<file path="src/hw/rtl/lrupr_pkg.sv">
package lrupr_pkg;

	// Default sizing
	localparam int FRAMES_DEF    = 16;
	localparam int PAGE_BITS_DEF = 16;

	// Field widths fixed by the interface
	localparam int CFG_W     = 5;
	localparam int IDX_OUT_W = 4;
	localparam int TOTAL_W   = 32;

	// Frame count after reset
	localparam logic [CFG_W-1:0] FIU_RESET = CFG_W'(16);

	// Saturation value of the running totals
	localparam logic [TOTAL_W-1:0] TOTAL_MAX = {TOTAL_W{1'b1}};

	// Outcome of the frame lookup, handed from select to update
	typedef struct packed {
		logic hit;        // page resident in an active frame
		logic evict;      // no empty active frame, LRU victim replaced
		logic limit_all;  // filling an empty frame: every valid frame ages
	} sel_flags_t;

endpackage

</file>
<file path="src/hw/rtl/lrupr_if.sv">
// Request channel
interface lrupr_req_if #(
	parameter int PAGE_BITS = lrupr_pkg::PAGE_BITS_DEF
);
	logic                 valid;
	logic                 ready;
	logic [PAGE_BITS-1:0] page_number;
	logic                 last_of_run;

	modport source (output valid, output page_number, output last_of_run, input ready);
	modport sink   (input valid, input page_number, input last_of_run, output ready);
endinterface

// Result channel
interface lrupr_rsp_if #(
	parameter int PAGE_BITS = lrupr_pkg::PAGE_BITS_DEF
);
	logic                              valid;
	logic                              ready;
	logic                              hit;
	logic [lrupr_pkg::IDX_OUT_W-1:0]   frame_index;
	logic                              evicted;
	logic [PAGE_BITS-1:0]              evicted_page;
	logic [lrupr_pkg::TOTAL_W-1:0]     hit_total;
	logic [lrupr_pkg::TOTAL_W-1:0]     fault_total;
	logic                              run_end;

	modport source (output valid, output hit, output frame_index, output evicted,
		output evicted_page, output hit_total, output fault_total, output run_end,
		input ready);
	modport sink (input valid, input hit, input frame_index, input evicted,
		input evicted_page, input hit_total, input fault_total, input run_end,
		output ready);
endinterface

</file>
<file path="src/hw/rtl/lrupr_select.sv">
// Frame lookup: parallel tag compare, first empty frame and LRU victim
module lrupr_select #(
	parameter int FRAMES    = lrupr_pkg::FRAMES_DEF,
	parameter int PAGE_BITS = lrupr_pkg::PAGE_BITS_DEF,
	parameter int IDX_W     = (FRAMES > 1) ? $clog2(FRAMES) : 1
) (
	input  logic [lrupr_pkg::CFG_W-1:0] frames_in_use,
	input  logic [PAGE_BITS-1:0]        page,
	input  logic [PAGE_BITS-1:0]        tags [FRAMES],
	input  logic [FRAMES-1:0]           valid,
	input  logic [IDX_W-1:0]            ranks [FRAMES],
	output lrupr_pkg::sel_flags_t       flags,
	output logic [IDX_W-1:0]            pos,
	output logic [IDX_W-1:0]            limit
);

	logic [FRAMES-1:0] active;
	logic [FRAMES-1:0] match;
	logic [FRAMES-1:0] empty;
	logic [FRAMES-1:0] is_max;
	logic [IDX_W-1:0]  hit_idx;
	logic [IDX_W-1:0]  empty_idx;
	logic [IDX_W-1:0]  victim_idx;

	// Per-frame lanes: a count of 0 still keeps frame 0 active
	always_comb begin
		for (int i = 0; i < FRAMES; i++) begin
			active[i] = (i == 0) || (i < int'(frames_in_use));
			match[i]  = active[i] && valid[i] && (tags[i] == page);
			empty[i]  = active[i] && !valid[i];
			is_max[i] = active[i];
			for (int j = 0; j < FRAMES; j++) begin
				if (active[j] && (ranks[j] > ranks[i])) begin
					is_max[i] = 1'b0;
				end
			end
		end
	end

	// Lowest-numbered candidate of each kind
	always_comb begin
		hit_idx    = '0;
		empty_idx  = '0;
		victim_idx = '0;
		for (int i = FRAMES - 1; i >= 0; i--) begin
			if (match[i]) begin
				hit_idx = IDX_W'(i);
			end
			if (empty[i]) begin
				empty_idx = IDX_W'(i);
			end
			if (is_max[i]) begin
				victim_idx = IDX_W'(i);
			end
		end
	end

	// Pick the frame and the aging limit
	always_comb begin
		flags.hit       = |match;
		flags.limit_all = !flags.hit && (|empty);
		flags.evict     = !flags.hit && !(|empty);
		if (flags.hit) begin
			pos = hit_idx;
		end else if (flags.limit_all) begin
			pos = empty_idx;
		end else begin
			pos = victim_idx;
		end
		limit = ranks[pos];
	end

endmodule

</file>
<file path="src/hw/rtl/lru_page_replacement.sv">
// LRU page replacement over a fully associative set of page frames.
// Channels: req (sink) carries page_number and last_of_run; rsp (source)
// returns one result per request: hit, frame_index, evicted, evicted_page,
// hit_total, fault_total and run_end. A transaction moves on a rising clk
// edge with valid and ready both high. cfg_we/cfg_wdata write frames_in_use
// (0 acts as 1, above FRAMES acts as FRAMES); write it only while idle.
// Steps: compare (parallel tag compare and victim pick), then update
// (rank update, page table write, result load) into the output register.
// A new request is taken while idle or as the previous one leaves update,
// not during its compare. The page table is a synchronous RAM read at the
// chosen frame in the compare cycle; the evicted page arrives in the update cycle.
// Reset (arst_n low): all frames empty, ranks and totals zero,
// frames_in_use = 16; no clearing pass is needed. A request with
// last_of_run set is answered, then frames and totals clear.
// If rsp stalls, the finished result holds in the output register; one more
// request is taken and processed up to the update cycle, where it waits.
module lru_page_replacement #(
	parameter int FRAMES    = lrupr_pkg::FRAMES_DEF,
	parameter int PAGE_BITS = lrupr_pkg::PAGE_BITS_DEF
) (
	input  logic                        clk,
	input  logic                        arst_n,
	input  logic                        cfg_we,
	input  logic [lrupr_pkg::CFG_W-1:0] cfg_wdata,
	lrupr_req_if.sink                   req,
	lrupr_rsp_if.source                 rsp
);

	localparam int IDX_W  = (FRAMES > 1) ? $clog2(FRAMES) : 1;
	localparam int OUT_W  = lrupr_pkg::IDX_OUT_W;
	localparam int TOT_W  = lrupr_pkg::TOTAL_W;

	localparam logic [1:0] ST_IDLE = 2'd0;
	localparam logic [1:0] ST_S1   = 2'd1;
	localparam logic [1:0] ST_S2   = 2'd2;

	logic [1:0]                  st_q;
	logic [lrupr_pkg::CFG_W-1:0] fiu_q;

	// Frame state
	logic [PAGE_BITS-1:0] tag_q  [FRAMES];
	logic [FRAMES-1:0]    valid_q;
	logic [IDX_W-1:0]     rank_q [FRAMES];
	logic [TOT_W-1:0]     hit_cnt_q;
	logic [TOT_W-1:0]     fault_cnt_q;
	logic [PAGE_BITS-1:0] page_mem [FRAMES];

	// Request in compare stage
	logic [PAGE_BITS-1:0] page_s1;
	logic                 last_s1;

	// Request in update stage
	lrupr_pkg::sel_flags_t flags_s2;
	logic [IDX_W-1:0]      pos_s2;
	logic [IDX_W-1:0]      limit_s2;
	logic [PAGE_BITS-1:0]  page_s2;
	logic                  last_s2;
	logic [PAGE_BITS-1:0]  page_rd_s2;

	// Output register
	logic                 out_valid_q;
	logic                 hit_q;
	logic [OUT_W-1:0]     frame_index_q;
	logic                 evicted_q;
	logic [PAGE_BITS-1:0] evicted_page_q;
	logic [TOT_W-1:0]     hit_total_q;
	logic [TOT_W-1:0]     fault_total_q;
	logic                 run_end_q;

	lrupr_pkg::sel_flags_t sel_flags;
	logic [IDX_W-1:0]      sel_pos;
	logic [IDX_W-1:0]      sel_limit;
	logic                  advance;
	logic                  accept;
	logic [TOT_W-1:0]      hit_nxt;
	logic [TOT_W-1:0]      fault_nxt;
	logic [IDX_W+OUT_W-1:0] pos_ext;

	// Handshake
	assign advance   = (st_q == ST_S2) && (!out_valid_q || rsp.ready);
	assign req.ready = (st_q == ST_IDLE) || advance;
	assign accept    = req.valid && req.ready;

	lrupr_select #(
		.FRAMES    (FRAMES),
		.PAGE_BITS (PAGE_BITS),
		.IDX_W     (IDX_W)
	) u_lrupr_select (
		.frames_in_use (fiu_q),
		.page          (page_s1),
		.tags          (tag_q),
		.valid         (valid_q),
		.ranks         (rank_q),
		.flags         (sel_flags),
		.pos           (sel_pos),
		.limit         (sel_limit)
	);

	// Sequencer
	always_ff @(posedge clk or negedge arst_n) begin
		if (!arst_n) begin
			st_q <= ST_IDLE;
		end else begin
			case (st_q)
				ST_IDLE: begin
					if (accept) begin
						st_q <= ST_S1;
					end
				end
				ST_S1: begin
					st_q <= ST_S2;
				end
				ST_S2: begin
					if (advance) begin
						st_q <= accept ? ST_S1 : ST_IDLE;
					end
				end
				default: begin
					st_q <= ST_IDLE;
				end
			endcase
		end
	end

	// Configuration register
	always_ff @(posedge clk or negedge arst_n) begin
		if (!arst_n) begin
			fiu_q <= lrupr_pkg::FIU_RESET;
		end else if (cfg_we) begin
			fiu_q <= cfg_wdata;
		end
	end

	// Stage registers (payload only)
	always_ff @(posedge clk) begin
		if (accept) begin
			page_s1 <= req.page_number;
			last_s1 <= req.last_of_run;
		end
		if (st_q == ST_S1) begin
			flags_s2   <= sel_flags;
			pos_s2     <= sel_pos;
			limit_s2   <= sel_limit;
			page_s2    <= page_s1;
			last_s2    <= last_s1;
			page_rd_s2 <= page_mem[sel_pos];
		end
	end

	// Page table RAM and tag lanes, written on a fault
	always_ff @(posedge clk) begin
		if (advance && !flags_s2.hit) begin
			page_mem[pos_s2] <= page_s2;
			tag_q[pos_s2]    <= page_s2;
		end
	end

	// Saturating totals for this request
	always_comb begin
		hit_nxt   = hit_cnt_q;
		fault_nxt = fault_cnt_q;
		if (flags_s2.hit) begin
			if (hit_cnt_q != lrupr_pkg::TOTAL_MAX) begin
				hit_nxt = hit_cnt_q + TOT_W'(1);
			end
		end else if (fault_cnt_q != lrupr_pkg::TOTAL_MAX) begin
			fault_nxt = fault_cnt_q + TOT_W'(1);
		end
	end

	// Rank aging, valid bits and totals; end of run clears them
	always_ff @(posedge clk or negedge arst_n) begin
		if (!arst_n) begin
			valid_q     <= '0;
			hit_cnt_q   <= '0;
			fault_cnt_q <= '0;
			for (int i = 0; i < FRAMES; i++) begin
				rank_q[i] <= '0;
			end
		end else if (advance) begin
			if (last_s2) begin
				valid_q     <= '0;
				hit_cnt_q   <= '0;
				fault_cnt_q <= '0;
				for (int i = 0; i < FRAMES; i++) begin
					rank_q[i] <= '0;
				end
			end else begin
				hit_cnt_q   <= hit_nxt;
				fault_cnt_q <= fault_nxt;
				for (int i = 0; i < FRAMES; i++) begin
					if (IDX_W'(i) == pos_s2) begin
						rank_q[i]  <= '0;
						valid_q[i] <= 1'b1;
					end else if (valid_q[i] && (flags_s2.limit_all || rank_q[i] < limit_s2)) begin
						rank_q[i] <= rank_q[i] + IDX_W'(1);
					end
				end
			end
		end
	end

	assign pos_ext = {{OUT_W{1'b0}}, pos_s2};

	// Output register
	always_ff @(posedge clk or negedge arst_n) begin
		if (!arst_n) begin
			out_valid_q <= 1'b0;
		end else if (advance) begin
			out_valid_q <= 1'b1;
		end else if (rsp.ready) begin
			out_valid_q <= 1'b0;
		end
	end

	always_ff @(posedge clk) begin
		if (advance) begin
			hit_q          <= flags_s2.hit;
			frame_index_q  <= pos_ext[OUT_W-1:0];
			evicted_q      <= flags_s2.evict;
			evicted_page_q <= flags_s2.evict ? page_rd_s2 : '0;
			hit_total_q    <= hit_nxt;
			fault_total_q  <= fault_nxt;
			run_end_q      <= last_s2;
		end
	end

	assign rsp.valid        = out_valid_q;
	assign rsp.hit          = hit_q;
	assign rsp.frame_index  = frame_index_q;
	assign rsp.evicted      = evicted_q;
	assign rsp.evicted_page = evicted_page_q;
	assign rsp.hit_total    = hit_total_q;
	assign rsp.fault_total  = fault_total_q;
	assign rsp.run_end      = run_end_q;

endmodule

</file>
<file path="src/flat_wrapper.sv">
// flat-port wrapper written by rule: the top's interface ports become plain ports
module lru_page_replacement_flat 
#(
	parameter int FRAMES    = lrupr_pkg::FRAMES_DEF,
	parameter int PAGE_BITS = lrupr_pkg::PAGE_BITS_DEF
)
  (clk, arst_n, cfg_we, cfg_wdata, req_valid, req_page_number, req_last_of_run, req_ready, rsp_valid, rsp_hit, rsp_frame_index, rsp_evicted, rsp_evicted_page, rsp_hit_total, rsp_fault_total, rsp_run_end, rsp_ready);
  lrupr_req_if #(.PAGE_BITS(PAGE_BITS)) req_i ();
  lrupr_rsp_if #(.PAGE_BITS(PAGE_BITS)) rsp_i ();
  input  logic clk;
  input  logic arst_n;
  input  logic cfg_we;
  input  logic [lrupr_pkg::CFG_W-1:0] cfg_wdata;
  input wire logic [$bits(req_i.valid)-1:0] req_valid;
  input wire logic [$bits(req_i.page_number)-1:0] req_page_number;
  input wire logic [$bits(req_i.last_of_run)-1:0] req_last_of_run;
  output wire logic [$bits(req_i.ready)-1:0] req_ready;
  output wire logic [$bits(rsp_i.valid)-1:0] rsp_valid;
  output wire logic [$bits(rsp_i.hit)-1:0] rsp_hit;
  output wire logic [$bits(rsp_i.frame_index)-1:0] rsp_frame_index;
  output wire logic [$bits(rsp_i.evicted)-1:0] rsp_evicted;
  output wire logic [$bits(rsp_i.evicted_page)-1:0] rsp_evicted_page;
  output wire logic [$bits(rsp_i.hit_total)-1:0] rsp_hit_total;
  output wire logic [$bits(rsp_i.fault_total)-1:0] rsp_fault_total;
  output wire logic [$bits(rsp_i.run_end)-1:0] rsp_run_end;
  input wire logic [$bits(rsp_i.ready)-1:0] rsp_ready;
  assign req_i.valid = req_valid;
  assign req_i.page_number = req_page_number;
  assign req_i.last_of_run = req_last_of_run;
  assign req_ready = req_i.ready;
  assign rsp_valid = rsp_i.valid;
  assign rsp_hit = rsp_i.hit;
  assign rsp_frame_index = rsp_i.frame_index;
  assign rsp_evicted = rsp_i.evicted;
  assign rsp_evicted_page = rsp_i.evicted_page;
  assign rsp_hit_total = rsp_i.hit_total;
  assign rsp_fault_total = rsp_i.fault_total;
  assign rsp_run_end = rsp_i.run_end;
  assign rsp_i.ready = rsp_ready;
  lru_page_replacement #(.FRAMES(FRAMES), .PAGE_BITS(PAGE_BITS)) u_core (.clk(clk), .arst_n(arst_n), .cfg_we(cfg_we), .cfg_wdata(cfg_wdata), .req(req_i), .rsp(rsp_i));
endmodule
</file>
<file path="config.mk">
export PLATFORM = sky130hd
export DESIGN_NAME = lru_page_replacement_flat
export DESIGN_NICKNAME = d
export VERILOG_FILES = /design/src/hw/rtl/lrupr_pkg.sv /design/src/hw/rtl/lrupr_if.sv /design/src/hw/rtl/lrupr_select.sv /design/src/hw/rtl/lru_page_replacement.sv /design/src/flat_wrapper.sv
export SDC_FILE = /design/constraint.sdc
export NUM_CORES = 2
export LEC_CHECK = 0
export ABC_AREA = 1
export BUFFER_PORTS_ARGS = -buffer_cell sky130_fd_sc_hd__buf_4
export CORE_MARGIN = 1.5
export CORE_UTILIZATION = 52
export CTS_CLUSTER_SIZE = 14
export DETAILED_ROUTE_END_ITERATION = 10
export HOLD_SLACK_MARGIN = 0.03
export PLACE_DENSITY = 0.68
export SYNTH_ARGS = -nofsm -noshare
export SYNTH_HDL_FRONTEND = slang
export SYNTH_SLANG_ARGS = --single-unit
</file>
<file path="constraint.sdc">
create_clock -name clk -period 5 [get_ports clk]
set_input_delay 0.75 -clock clk [delete_from_list [all_inputs] [get_ports clk]]
set_output_delay 0.75 -clock clk [all_outputs]
set_load 0.01 [all_outputs]
</file>
-- Word level (Yosys, flattened, before mapping)
Memory sizes are Yosys's and may differ from the RTL's. A register that Yosys moved wholly into a read port is not among the register bits.
Cells that the tools add are included.
- register bits after elaboration: 540
- bits in writable memories: 256
- logic and storage cells: 1209
- memories kept: 1
- add/sub/neg operators: 18
- order comparisons: 290
- equality and inequality tests: 37
- mux-type cells: 376
- bitwise logic cells: 2
- reduce and logical (&&, ||, !) cells: 416
- memories (name ; words ; bits a word ; read ports ; clocked after memory_dff ; write ports ; RTL line ; source):
    u_core.page_mem ; 16 ; 16 ; 1 ; 1 ; 1 ; lru_page_replacement.sv:46 ; logic [PAGE_BITS-1:0] page_mem [FRAMES];
- operators with widths (cell ; count):
    4-bit > comparator ; 256
    4-bit 2-to-1 mux ; 84
    1-bit logical AND ; 308
    1-bit 2-to-1 mux ; 277
    256-bit bitwise mux ; 1
    16-bit equality test ; 16
    32-bit 2-to-1 mux ; 6
    2-bit AND reduction ; 33
    32-bit by 1-bit adder with 32-bit output (second input constant) ; 2
    4-bit by 1-bit adder with 4-bit output (second input constant) ; 16
    16-bit demux with 4-bit select ; 1
    4-bit less-than comparator ; 16
    64-bit 2-to-1 mux ; 1
    32-bit != test (second input constant) ; 2
    3-bit nonzero test ; 16
    4-bit by 5-bit less-than comparator with 1-bit output (first input constant) ; 8
    2-bit nonzero test ; 17
    4-bit equality test (first input constant) ; 8
    16-bit 2-to-1 mux ; 2
    16-bit OR reduction ; 2
    1-bit zero test ; 20
    3-bit by 5-bit less-than comparator with 1-bit output (first input constant) ; 4
    1-bit logical OR ; 18
    4-bit binary-select mux with 4-bit select ; 1
    other kinds (15) ; 24

-- Longest topological paths before layout
- depth in word-level cells: 39
- depth in mapped cells: 38

-- Hierarchy
From an unflattened synthesis, not the netlist that was laid out.
- cell total of the unflattened synthesis: 5196
- area total of the unflattened synthesis: 42645.9 um^2
- modules (own cells, without submodules) (module ; times used ; cells each ; area an instance (um^2) ; seq. area each (um^2)):
    lru_page_replacement ; 1 ; 2569 ; 25981.2 ; 15936.5
    lrupr_select ; 1 ; 2627 ; 16664.7 ; 0.0

-- Worst setup path before layout
OpenSTA, ideal clock, no wires.
- kind: input to register
- from: input port rsp_ready
- to: register u_core.evicted_q (netlist: u_core.rsp.evicted) (enable)
- setup time: 485 ps
- arrival: 3954 ps
- required time: 4515 ps
- setup slack: 561 ps
- cell stages on the path: 4
- buffers on the path: 2
- cell sequence: nor2_1 -> nor2_1 -> clkbuf_1 -> clkbuf_1
- cells in the longest elaborated chain, start to end: 2
- ends and longest elaborated chain (element ; RTL line ; source):
    start, declared ; flat_wrapper.sv:26 ; input wire logic [$bits(rsp_i.ready)-1:0] rsp_ready;
    1-bit logical OR ; lru_page_replacement.sv:80 ; assign advance = (st_q == ST_S2) && (!out_valid_q || rsp.ready);
    1-bit logical AND ; lru_page_replacement.sv:80 ;
    via u_core.advance ; lru_page_replacement.sv:73 ; logic advance;
    end signal, assigned ; lru_page_replacement.sv:220 ; evicted_q <= flags_s2.evict;
    end, declared ; lru_page_replacement.sv:64 ; logic evicted_q;
The timed path passes the listed nets, and every way through them passes these cells.
A chain may end at the register's enable or synchronous reset.

-- Worst setup path in the final report
- from: register u_core.rank_q[0] (netlist bit)
- to: register u_core.page_rd_s2[15] (read register of u_core.page_mem), data pin
- cells in the longest elaborated chain, start to end: 35
- elaborated cells between the ends (all ways): 110
- classes of those cells: order compare: 31; mux: 49; reduce/logical: 30
- ends and longest elaborated chain (element ; RTL line ; source):
    start, declared ; lru_page_replacement.sv:43 ; logic [IDX_W-1:0] rank_q [FRAMES];
    start signal, assigned by index ; lru_page_replacement.sv:196 ; rank_q[i] <= rank_q[i] + IDX_W'(1);
    4-bit > comparator ; lrupr_select.sv:33 ; if (active[j] && (ranks[j] > ranks[i])) begin
    1-bit 2-to-1 mux / 1-bit logical AND (equally long branches) ; lrupr_select.sv:33 ;
    1-bit 2-to-1 mux (15 in series) ; lrupr_select.sv:33 ;
    4-bit 2-to-1 mux (15 in series) ; lrupr_select.sv:52 ; if (is_max[i]) begin
    4-bit 2-to-1 mux * ; lrupr_select.sv:52 ;
    4-bit 2-to-1 mux * ; lrupr_select.sv:65 ; end else if (flags.limit_all) begin
    4-bit 2-to-1 mux * ; lrupr_select.sv:63 ; if (flags.hit) begin
    end, declared ; lru_page_replacement.sv:58 ; logic [PAGE_BITS-1:0] page_rd_s2;
Mark *: on every way between the ends. The rest lies on a longest branch, timed or not.

==> metrics.md <==
| Metric | Value |
|---|---|
| Worst path cell trace | `ha_1 > inv_1 > nand2_1 > nand2_1 > nand2_1 > nand2_1 > nand2_1 > nand2_1 > nor2_1 > nand3_1 > o21ai_0 > nor2_1 > o31ai_1 > a21oi_4 > buf_12 > inv_2 > buf_12 > nand3_1 > nand3_1 > nand2_1` |
| Setup violators final | `0` |
| Cell mode on critical path | `nand2_1` |
| Ys Warns | `0` |
| Post-Synthesis Cell Area | `40,800 sq um` |
| Vias in the first global route | `36,691` |
| Commonest cells after routing, fill and taps aside | `nand2_1, ha_1, inv_1` |
| Worst min path class | `input port to async pin` |
| Initial drt markers | `5,406` |
| Storage cell area | `15,900 sq um` |
| Ys flop type | `edfxtp_1` |
| Place WS | `0.362 ns` |
| Critical R2R Launch | `u_core.rank_q[0]` |
| Worst r2r path cells | `20` |
| Setup TNS | `0 ns` |
| Overflow after GRT | `0` |
| Initial core utilization | `52.6%` |
| CTS Buf Count | `60` |
| Via Count | `39,334` |
| R2R setup slack | `0.23 ns` |
| Worst slew margin | `18.3%` |
| Post-synth EDFFs | `404` |
| Yosys reg bits | `556` |
| Peak supply drop | `0.000438 V` |
| RSZ-0062 raised after global routing | `no` |
| I/O pins | `116` |
| Initial antenna violation count | `4` |
| Row cnt | `102` |
| Sinks on Clock Net | `556` |
| Worst path slowest cell | `dfrtp_1` |
| Area delta synth->final | `14.3%` |
| Clock Latency Late Sink | `0.67 ns` |
| Family with the most delay on the worst path | `simple AND/OR/NAND/NOR gates` |
| FFs w/ async S/R, synth | `27.3%` |
| Detailed Routing Iterations Pass 1 | `7` |
| WS Path Type | `register to register` |
| Pin count of the biggest net entering global routing | `165` |
| Worst Tran Pin Value | `1.23 ns` |
| Post-synthesis average cell area | `8.36 sq um` |
| Number of vias per cell | `6.29` |
| R2r endpoint | `u_core.page_rd_s2[15]` |
| Max Slew Vio Count | `0` |
| Commonest non-fill, non-tap cell in the layout | `nand2_1` |
| Crit path launch type | `register` |
| Largest stage delay, worst path | `1.16 ns` |
| Period utilization | `95.5%` |
| Power Density | `568 nW/um^2` |
| H-Tree Depth | `2` |
| Crit path max fanout | `29` |
| Bufs on Longest Clock Path | `3` |
| P_leak | `21.9 nW` |
| Die ar. | `80,200 sq um` |
| Max Clk Rate | `0.210 GHz` |
| GP Congestion | `1.06` |
| Worst EP arrival | `5.19 ns` |
| Layout Utilization | `60.2%` |
| Core Area | `77,600 sq um` |
| Layout cell share with drive strength beyond 1 | `10.2%` |
| Drt wl/cell | `25.8 um` |
| First-pass GRT wire length | `237,000 um` |
| Total Wirelength | `161,000 um` |
| Status | `finished, final reports clean` |
| Post-cts hold buffer count | `0` |
| Fin. Hold Viols | `0` |
| Final net count | `5,735` |
| MaxCap Viol Count | `0` |
| Clock Tree Root | `clkbuf_16` |
| Syn Inst Count | `4,886` |
| Total track usage | `39.3%` |
| Post-Syn Nets | `5,459` |
| Critical Path Stages | `20` |
| Post-synthesis sequential area ratio | `39.0%` |
| Final worst slack | `0.227 ns` |
| ANT nets after route | `0` |
| Bufs and invs on worst path | `4` |
| CP Data Required Time | `5.42 ns` |
| Crit path capture type | `register` |
| Clock Skew | `0.0438 ns` |
| DIE WIDTH | `283 um` |
| # fillers | `6,986` |
| Area of the multi-input gates | `22,300 sq um` |
| Buffers on Ports | `115` |
| Overall die height | `283 um` |
| DRC viols | `0` |
| Period minus WS final | `4.77 ns` |
| Distinct cells, synth | `61` |
| CTS tree | `done` |
| CTS clock-pin slew for the worst setup and hold paths | `0.07 ns` |
| Post-DP HPWL | `117,000 um` |
| Hold slack final | `0.213 ns` |
==> routing by layer <==
metal	GRT usage, %	vias to the layer above	wire length, um
li1	-	17615	-
met1	52.7	18217	61400
met2	58.1	2831	67000
met3	9.00	665	21300
met4	23.1	6	11500
met5	0	-	34
==> power by group <==
group,switching (W),internal (W),total [W]
combinational,0.0102,0.00541,0.0156
sequential,0.000650,0.00549,0.00614
clock,0.00204,0.00275,0.00479
total,0.0129,0.0136,0.0265
==> cells in the mapped netlist (4+ instances only) <==
cell type | n | area (sq um)
nand4_1 | 88 | 551
inv_2 | 18 | 67.6
o211ai_1 | 52 | 390
a2111oi_0 | 7 | 61.3
edfxtp_1 | 404 | 12100
o22ai_1 | 127 | 795
o21bai_1 | 28 | 210
inv_1 | 504 | 1890
nor2_1 | 275 | 1030
buf_2 | 65 | 325
buf_1 | 14 | 52.6
ha_1 | 546 | 6830
a22o_1 | 20 | 175
nor3_1 | 54 | 270
o21ai_0 | 197 | 986
a21o_1 | 5 | 37.5
dfrtp_1 | 151 | 3780
o2111ai_1 | 16 | 140
xor2_1 | 118 | 1030
clkbuf_1 | 64 | 240
buf_4 | 8 | 60.1
a21oi_1 | 206 | 1030
or2_2 | 17 | 106
nor4_1 | 35 | 219
a31oi_1 | 13 | 81.3
o21a_1 | 10 | 75.1
a221oi_1 | 31 | 272
o21ai_1 | 25 | 125
clkinv_1 | 5 | 18.8
a311oi_1 | 4 | 35.0
nand3_1 | 438 | 2190
nand2_2 | 7 | 43.8
a21boi_0 | 18 | 135
and2_1 | 4 | 25.0
xnor2_1 | 45 | 394
nand2_1 | 1212 | 4550
a211oi_1 | 12 | 90.1
a32o_1 | 4 | 40.0
==> kinds of logic after synthesis <==
family | share of synthesized area [%]
and+or+nand+nor | 22.4
AOI/OAI and AO/OA | 11.8
buffers and inverters | 6.53
DFF | 39.0
adders and majority gates | 16.7
xor gates and xnor gates | 3.49
muxes | 0.0551
==> how the worst max path moves through the flow <==
stage,to,start
2_1_floorplan,u_core.rsp.evicted,rsp_ready
3_3_place_gp,u_core.page_rd_s2[14],u_core.rank_q[9]
3_5_place_dp,u_core.page_rd_s2[14],u_core.rank_q[9]
4_1_cts,u_core.page_rd_s2[14],u_core.rank_q[9]
5_1_grt,u_core.limit_s2[3],u_core.rank_q[44]
6_report,u_core.page_rd_s2[15],u_core.rank_q[0]
==> worst register-to-register path: stages, from the launching register on <==
cell and delay (ns):
dfrtp_1 1.16, ha_1 0.30, inv_1 0.04, nand2_1 0.05
nand2_1 0.04, nand2_1 0.05, nand2_1 0.18, nand2_1 0.19
nand2_1 0.11, nor2_1 0.10, nand3_1 0.10, o21ai_0 0.36
nor2_1 0.15, o31ai_1 0.51, a21oi_4 0.13, buf_12 0.18
inv_2 0.21, buf_12 0.25, nand3_1 0.25, nand3_1 0.13
nand2_1 0.06
==> cell type report <==
cell class | instances | share of cell area [%]
Multi-Input combinational cell | 3651 | 47.9
Tap cell | 1040 | 2.79
Clock inverter | 39 | 1.06
Antenna cell | 1 | 0.00536
Inverter | 527 | 4.25
Sequential cell | 556 | 34.1
Clock buffer | 72 | 3.40
Timing Repair Buffer | 366 | 6.48
==> timing repair <==
| action | CTS | global route |
|---|---|---|
| gates resized for setup | 0 | 2 |
| setup buffers | 0 | 8 |
| setup endpoints to repair | 0 | 18 |
==> registers in the layout, summed over array words and instances, names as in the netlist, 4 cells and up <==
signal / flops
u_core.page_mem: 16
u_core.page_s1: 16
u_core.page_rd_s2: 16
u_core.rsp.fault_total: 32
u_core.pos_s2: 4
u_core.rank_q: 64
u_core.rsp.frame_index: 4
u_core.fault_cnt_q: 32
u_core.limit_s2: 4
u_core.rsp.evicted_page: 16
u_core.valid_q: 16
u_core.hit_cnt_q: 32
u_core.fiu_q: 5
u_core.rsp.hit_total: 32
u_core.page_s2: 16
u_core.tag_q: 240
==> per-stage QoR <==
| stage | power (W) | instance area, sq um | instances |
|---|---|---|---|
| 6_report | 0.0265 | 46700 | 6252 |
| 5_1_grt | 0.0282 | 46700 | 6251 |
| 4_1_cts | 0.0259 | 46600 | 6243 |
| 3_5_place_dp | 0.0211 | 44500 | 6132 |
| 3_3_place_gp | 0.0208 | 44500 | 6132 |
| 2_1_floorplan | 0.0153 | 40800 | 4886 |
(Power assumes the default switching activity.)
